**config.mk**
```make
export PLATFORM = sky130hd
export DESIGN_NAME = keyword_substitution_decoder_top
export DESIGN_NICKNAME = d
export VERILOG_FILES = /design/src/hdl/kwsd_pkg.sv /design/src/hdl/kwsd_ram.sv /design/src/hdl/kwsd_front.sv /design/src/hdl/kwsd_queue.sv /design/src/hdl/kwsd_back.sv /design/src/hdl/keyword_substitution_decoder_top.sv
export SDC_FILE = /design/constraint.sdc
export NUM_CORES = 2
export LEC_CHECK = 0
export BUFFER_PORTS_ARGS = -buffer_cell sky130_fd_sc_hd__buf_2
export CAP_MARGIN = 20
export CORE_ASPECT_RATIO = 0.6
export CORE_UTILIZATION = 54
export DETAILED_ROUTE_END_ITERATION = 12
export PLACE_DENSITY = 0.69
export SYNTH_ARGS = -nofsm -noshare
export SYNTH_HDL_FRONTEND = slang
export SYNTH_HIERARCHICAL = 1
export SYNTH_SLANG_ARGS = --single-unit
export TNS_END_PERCENT = 1
```
**constraint.sdc**
```tcl
create_clock -name clk -period 6.08 [get_ports clk]
set_input_delay 0.912 -clock clk [delete_from_list [all_inputs] [get_ports clk]]
set_output_delay 0.912 -clock clk [all_outputs]
set_load 0.05 [all_outputs]
```
**src/hdl/kwsd_pkg.sv**
```systemverilog
// Shared types and constants for the keyword substitution decoder.
package kwsd_pkg;

  localparam int CHAR_W      = 8;
  localparam int FUNC_W      = 2;
  localparam int TABLE_DEPTH = 256;
  localparam int QUEUE_DEPTH_DEF = 4;

  localparam logic [CHAR_W-1:0] SPACE_CHAR  = 8'd32;
  localparam logic [CHAR_W-1:0] PLAIN_START = 8'd97;

  localparam logic [FUNC_W-1:0] FUNC_CLEAR  = 2'd0;
  localparam logic [FUNC_W-1:0] FUNC_KEY    = 2'd1;
  localparam logic [FUNC_W-1:0] FUNC_DECODE = 2'd2;

  typedef enum logic [1:0] {
    OP_CLEAR  = 2'd0,
    OP_KEY    = 2'd1,
    OP_DECODE = 2'd2
  } op_t;

  typedef struct packed {
    op_t               op;
    logic [CHAR_W-1:0] ch;
  } q_entry_t;

endpackage

```
**src/hdl/kwsd_ram.sv**
```systemverilog
// Generic single-write, single-read RAM with registered read data.
module kwsd_ram #(
  parameter int WIDTH = 8,
  parameter int DEPTH = 256
) (
  input  logic                     clk,
  input  logic                     we,
  input  logic [$clog2(DEPTH)-1:0] waddr,
  input  logic [WIDTH-1:0]         wdata,
  input  logic                     re,
  input  logic [$clog2(DEPTH)-1:0] raddr,
  output logic [WIDTH-1:0]         rdata
);

  logic [WIDTH-1:0] mem [DEPTH];

  always_ff @(posedge clk) begin
    if (we) begin
      mem[waddr] <= wdata;
    end
    if (re) begin
      rdata <= mem[raddr];
    end
  end

endmodule

```
**src/hdl/kwsd_front.sv**
```systemverilog
// Front end: accept input transactions and classify them into queue operations.
module kwsd_front
  import kwsd_pkg::*;
(
  input  logic              s_tvalid,
  output logic              s_tready,
  input  logic [CHAR_W-1:0] s_tdata,
  input  logic [FUNC_W-1:0] s_tuser,
  input  logic              q_full,
  output logic              push,
  output q_entry_t          entry
);

  logic keep;

  assign s_tready = !q_full;

  // Drop undefined functions and spaces in the key; they change nothing.
  always_comb begin
    entry.ch = s_tdata;
    entry.op = OP_CLEAR;
    keep     = 1'b0;
    unique case (s_tuser)
      FUNC_CLEAR: begin
        entry.op = OP_CLEAR;
        keep     = 1'b1;
      end
      FUNC_KEY: begin
        entry.op = OP_KEY;
        keep     = (s_tdata != SPACE_CHAR);
      end
      FUNC_DECODE: begin
        entry.op = OP_DECODE;
        keep     = 1'b1;
      end
      default: begin
        keep = 1'b0;
      end
    endcase
  end

  assign push = s_tvalid && s_tready && keep;

endmodule

```
**src/hdl/kwsd_queue.sv**
```systemverilog
// Short register FIFO between the front end and the back end.
module kwsd_queue
  import kwsd_pkg::*;
#(
  parameter int DEPTH = QUEUE_DEPTH_DEF
) (
  input  logic     clk,
  input  logic     rst,
  input  logic     push,
  input  q_entry_t push_entry,
  input  logic     pop,
  output logic     empty,
  output logic     full,
  output q_entry_t head
);

  localparam int PTR_W = $clog2(DEPTH);
  localparam int CNT_W = $clog2(DEPTH + 1);

  q_entry_t         slots [DEPTH];
  logic [PTR_W-1:0] wr_ptr;
  logic [PTR_W-1:0] rd_ptr;
  logic [CNT_W-1:0] count;

  assign empty = (count == '0);
  assign full  = (count == CNT_W'(DEPTH));
  assign head  = slots[rd_ptr];

  always_ff @(posedge clk) begin
    if (push) begin
      slots[wr_ptr] <= push_entry;
    end
  end

  always_ff @(posedge clk) begin
    if (rst) begin
      wr_ptr <= '0;
      rd_ptr <= '0;
      count  <= '0;
    end else begin
      if (push) begin
        wr_ptr <= (wr_ptr == PTR_W'(DEPTH - 1)) ? '0 : wr_ptr + 1'b1;
      end
      if (pop) begin
        rd_ptr <= (rd_ptr == PTR_W'(DEPTH - 1)) ? '0 : rd_ptr + 1'b1;
      end
      unique case ({push, pop})
        2'b10:   count <= count + 1'b1;
        2'b01:   count <= count - 1'b1;
        default: count <= count;
      endcase
    end
  end

endmodule

```
**src/hdl/kwsd_back.sv**
```systemverilog
// Back end: execute queued operations against the table and drive the result stage.
module kwsd_back
  import kwsd_pkg::*;
(
  input  logic              clk,
  input  logic              rst,
  input  logic              q_empty,
  input  q_entry_t          head,
  output logic              pop,
  output logic              m_tvalid,
  input  logic              m_tready,
  output logic [CHAR_W-1:0] m_tdata
);

  typedef enum logic [1:0] {
    KIND_ZERO   = 2'd0,
    KIND_SPACE  = 2'd1,
    KIND_MAPPED = 2'd2
  } kind_t;

  logic [TABLE_DEPTH-1:0] marks;
  logic [CHAR_W-1:0]      next_plain;
  logic                   r_valid;
  kind_t                  r_kind;
  logic [CHAR_W-1:0]      ram_q;
  logic                   can_out;
  logic                   do_key;
  logic                   do_clear;
  logic                   do_decode;
  logic                   key_new;

  assign can_out   = !r_valid || m_tready;
  assign pop       = !q_empty && ((head.op != OP_DECODE) || can_out);
  assign do_key    = pop && (head.op == OP_KEY);
  assign do_clear  = pop && (head.op == OP_CLEAR);
  assign do_decode = pop && (head.op == OP_DECODE);
  assign key_new   = do_key && !marks[head.ch];

  kwsd_ram #(
    .WIDTH (CHAR_W),
    .DEPTH (TABLE_DEPTH)
  ) u_table (
    .clk   (clk),
    .we    (key_new),
    .waddr (head.ch),
    .wdata (next_plain),
    .re    (do_decode),
    .raddr (head.ch),
    .rdata (ram_q)
  );

  // Marks and plain letter counter.
  always_ff @(posedge clk) begin
    if (rst) begin
      marks      <= '0;
      next_plain <= PLAIN_START;
    end else if (do_clear) begin
      marks      <= '0;
      next_plain <= PLAIN_START;
    end else if (key_new) begin
      marks[head.ch] <= 1'b1;
      next_plain     <= next_plain + 1'b1;
    end
  end

  // Result stage; table data holds while stalled since reads fire only on load.
  always_ff @(posedge clk) begin
    if (rst) begin
      r_valid <= 1'b0;
    end else if (do_decode) begin
      r_valid <= 1'b1;
    end else if (m_tready) begin
      r_valid <= 1'b0;
    end
  end

  always_ff @(posedge clk) begin
    if (do_decode) begin
      priority if (head.ch == SPACE_CHAR) begin
        r_kind <= KIND_SPACE;
      end else if (marks[head.ch]) begin
        r_kind <= KIND_MAPPED;
      end else begin
        r_kind <= KIND_ZERO;
      end
    end
  end

  always_comb begin
    unique case (r_kind)
      KIND_SPACE:  m_tdata = SPACE_CHAR;
      KIND_MAPPED: m_tdata = ram_q;
      default:     m_tdata = '0;
    endcase
  end

  assign m_tvalid = r_valid;

endmodule

```
**src/hdl/keyword_substitution_decoder_top.sv**
```systemverilog
// Keyword substitution decoder: front classifier, operation queue and table back end.
// A decode transaction accepted with the queue empty and the result stage free passes
//   through the queue slot, then the table read and result stage, to the master side;
//   clear and key transactions give no result.
// Throughput: one transaction per cycle while the queue has room and no stalled result holds
//   a decode; the back end does one table write per new key byte and one read per decode.
// Reset (rst, synchronous, active high): empties the queue and result stage,
//   clears all mapped marks and sets the next plain letter to 'a'; no clearing pass.
module keyword_substitution_decoder_top
  import kwsd_pkg::*;
#(
  parameter int QUEUE_DEPTH = QUEUE_DEPTH_DEF
) (
  input  logic              clk,
  input  logic              rst,
  // Slave side: one operation per transaction.
  input  logic              s_tvalid,
  output logic              s_tready,
  input  logic [CHAR_W-1:0] s_tdata,   // [7:0] char_in
  input  logic [FUNC_W-1:0] s_tuser,   // [1:0] func
  // Master side: one decoded byte per decode transaction.
  output logic              m_tvalid,
  input  logic              m_tready,
  output logic [CHAR_W-1:0] m_tdata    // [7:0] char_out
);

  logic     q_push;
  logic     q_pop;
  logic     q_empty;
  logic     q_full;
  q_entry_t q_in;
  q_entry_t q_head;

  // Front end: accept transactions while the queue has room, drop those that
  // change nothing (undefined function, space in the key).
  kwsd_front u_front (
    .s_tvalid (s_tvalid),
    .s_tready (s_tready),
    .s_tdata  (s_tdata),
    .s_tuser  (s_tuser),
    .q_full   (q_full),
    .push     (q_push),
    .entry    (q_in)
  );

  // Queue: decouples input acceptance from result back-pressure.
  kwsd_queue #(
    .DEPTH (QUEUE_DEPTH)
  ) u_queue (
    .clk        (clk),
    .rst        (rst),
    .push       (q_push),
    .push_entry (q_in),
    .pop        (q_pop),
    .empty      (q_empty),
    .full       (q_full),
    .head       (q_head)
  );

  // Back end: apply clear and key operations, look up decodes, hold results
  // in a registered output stage until the master side takes them.
  kwsd_back u_back (
    .clk      (clk),
    .rst      (rst),
    .q_empty  (q_empty),
    .head     (q_head),
    .pop      (q_pop),
    .m_tvalid (m_tvalid),
    .m_tready (m_tready),
    .m_tdata  (m_tdata)
  );

endmodule

```
==> impl_metrics.yaml <==
outcome:
  outcome: "finished, final reports clean"
drt:
  wire_per_inst_um: 32.6
  drc: 0
  ant_nets: 0
  drt_iter0_drc: 8084
  drt_pass1_iterations: 8
  routed_wl_um: 239000
  via_per_inst: 6.87
  vias: 50400
placed_design:
  place_congestion: 0.935
  dpl-instance-area_mm2: 0.0960
  place_ws_ps: 531
  dpl.cell_count: 6970
  hpwl_um: 150000
  portBuffers: 23
finish:
  design_area_mm2: 0.102
  final_cell_mix: "2098 x edfxtp_1, 516 x mux4_2, 368 x nor2_1"
  syn_to_final_growth_pct: 9.99
  nNetsFinal: 4945
  utilization_pct: 60.1
  layout_commonest_cell: "edfxtp_1"
  num-fill-cells: 12000
  layoutNonFillerInstCount: 7340
  drive_gt1_share_pct: 22.0
clock_tree:
  cts.path.max_buffers: 4
  cts_buffers: 207
  cts_root_buffer: "clkbuf_16"
  cts_hold_buf: 0
  ctsResizeCount: 0
  htreeDepth: 4
  clk_latency_ps: 860
  cts_tree: "yes"
  clkSinkCount: 2372
  cts_setup_buffers: 0
  clk_pin_slew_ps: 70
global_route:
  grt_pass1_vias: 48100
  grt_util_all_layers_pct: 27.7
  grt.overflow.total: 0
  antenna_found_initial: 7
  grt_pass1_wl_um: 346000
  grt_max_degree: 185
setup_path:
  worst_ep_arrival_time_ps: 6170
  critPathKind: "reg -> reg"
  reg2reg_to: "u_back/u_table/mem[78][6]"
  ff2ff_path_depth: 12
  crit_path_max_fanout: 34
  rrSetupSlack_ps: 380
  crit_path_start_kind: "flip-flop"
  cp-end-kind: "flip-flop"
  cp.required_ps: 6550
synth:
  synth-seq-cells: 2372
  ys.flop_type: "edfxtp_1"
  synthArstFlopShare_pct: 0
  seq_area_frac_synth_pct: 73.6
  postSynthCellCount: 4806
  synth.distinct_cells: 70
  avgSynthCellArea_um2: 19.4
  syn_nets: 4830
  synth_warnings: 6
  synth_edf_count: 2098
  syn-cell-area_mm2: 0.0930
power_and_ir_drop:
  p_leak_nw: 32.4
  power_mw: 41.5
  p_clk_share_pct: 30.4
  p_switching_mw: 13.1
  internal_power_mw: 28.5
  switching_share_pct: 31.4
  seqPwrFrac_pct: 43.6
  p_comb_share_pct: 26.0
  vdd_drop_max_v: 0.000322
  p_per_area_mw_per_mm2: 406
sta:
  tightest_slew_ps: 1160
  period_minus_slack_ps: 5700
  worst_hold_slack_ps: 296
  setup_tns_ps: 0
  drv_slew: 0
  min_period_over_period_pct: 93.8
  finalSetupViolations: 0
  skew_ps: 61.3
  slew_headroom_pct: 22.1
  grt_setup_unrepaired: "no"
  fmax_mhz: 175
  setup_slack_ps: 379
  hold_viol: 0
floorplanning:
  num_rows: 117
  die-area_mm2: 0.174
  initial_core_util_pct: 54.6
  die_x_um: 538
  fp.coreArea_mm2: 0.170
  die_h_um: 324
  io_pins: 24
worst_hold_path:
  holdPathEnd: "u_queue/slots[2][5]"
  hold_path.startpoint: "s_tdata[5]"
  min_path_cells: 1
  hp-class: "in -> reg"
flow_run:
  maxCapViolations: 0
## per-layer routing
| layer | vias to the layer above | global-route usage, % | wire length [µm] |
|---|---|---|---|
| met5 | - | 0 | 0 |
| met4 | 0 | 5.39 | 4400 |
| met3 | 304 | 8.90 | 36200 |
| met2 | 3488 | 36.6 | 97800 |
| met1 | 26400 | 44.7 | 101000 |
| li1 | 20200 | - | - |
## kinds of logic after synthesis
logic type               count (synthesis)  synth area share [%]
adder cells (fa/ha/maj)                 10                 0.143
AO/OA/AOI/OAI                          692                  6.05
flip-flops                            2372                  73.6
buffers and inverters                  378                  2.44
AND/OR/NAND/NOR                        652                  3.17
multiplexers                           697                  14.5
XOR/XNOR                                 5                0.0471
## critical path, stage by stage (launching register included)
cell and delay (ps):
dfxtp_1 460, mux4_4 980, buf_4 280, mux4_2 270, mux2_2 270, a22oi_1 230
a41o_1 220, o2111ai_1 300, a21oi_4 410, buf_4 300, nand4_1 480, buf_4 450
nor2_1 600
## cell usage after synthesis, drive strengths merged (4+ instances only)
master,count,area (µm²)
edfxtp,2098,63000
mux4,523,11800
nor2,373,1400
dfxtp,274,5490
a32o,255,2550
buf,181,1530
clkbuf,181,681
mux2i,169,1690
a22oi,137,1030
a21oi,110,554
nand2,60,225
o221ai,49,435
nand3,46,230
nor2b,42,263
nor4,30,206
o22ai,30,188
nor3,27,135
and2,19,119
o21ai,19,95.1
a211oi,18,135
a221oi,15,138
inv,15,56.3
nand4,13,81.3
o211ai,13,97.6
nand2b,11,68.8
and3,10,62.6
ha,9,113
a22o,8,70.1
a31oi,8,50.1
a2111oi,6,61.3
o22a,6,52.6
or2,6,37.5
mux2,5,56.3
o32ai,5,51.3
nor3b,4,30.0
## sequential cells by signal, summed over array words and instances, names as in the netlist, named ones only
signal	count
u_back/u_table/mem	2048
u_queue/wr_ptr	2
u_queue/rd_ptr	2
u_back/m_tvalid	1
u_back/r_kind	2
u_back/next_plain	8
u_queue/count	3
u_queue/slots	40
u_back/u_table/rdata	8
u_back/marks	256
## area by class of cell
cell class	count	area, µm²	share of cell area, %
Clock buffer	266	5580	5.45
Inverter	16	60.1	0.0587
Antenna cell	3	7.51	0.00734
Tap cell	2261	2830	2.76
Sequential cell	2372	68500	66.9
Clock inverter	98	738	0.721
Multi-Input combinational cell	2056	22400	21.9
Timing Repair Buffer	268	2210	2.16
## power by group through the flow
stage / sequential [mW] / clock, mW / combinational (mW)
CTS: 18.1 / 12.8 / 10.5
detailed placement: 18.5 / 0 / 10.5
floorplan: 18.6 / 0 / 7.04
global route: 18.1 / 13.4 / 11.2
finish: 18.1 / 12.6 / 10.8
global placement: 18.5 / 0 / 10.4
## worst max path at each step
stage	start	endpoint	slack, ps	depth (start not counted)
after floorplan	u_back/next_plain[2]	u_back/next_plain[7]	1110	6
after global placement	flip-flop	u_back/u_table/rdata[4]	560	10
after detailed placement	flip-flop	u_back/u_table/mem[164][2]	530	13
after CTS	flip-flop	u_back/u_table/mem[164][4]	490	13
after global routing	flip-flop	u_back/u_table/mem[164][2]	210	13
final	flip-flop	u_back/u_table/mem[78][6]	380	12
(Power assumes the default switching activity.)
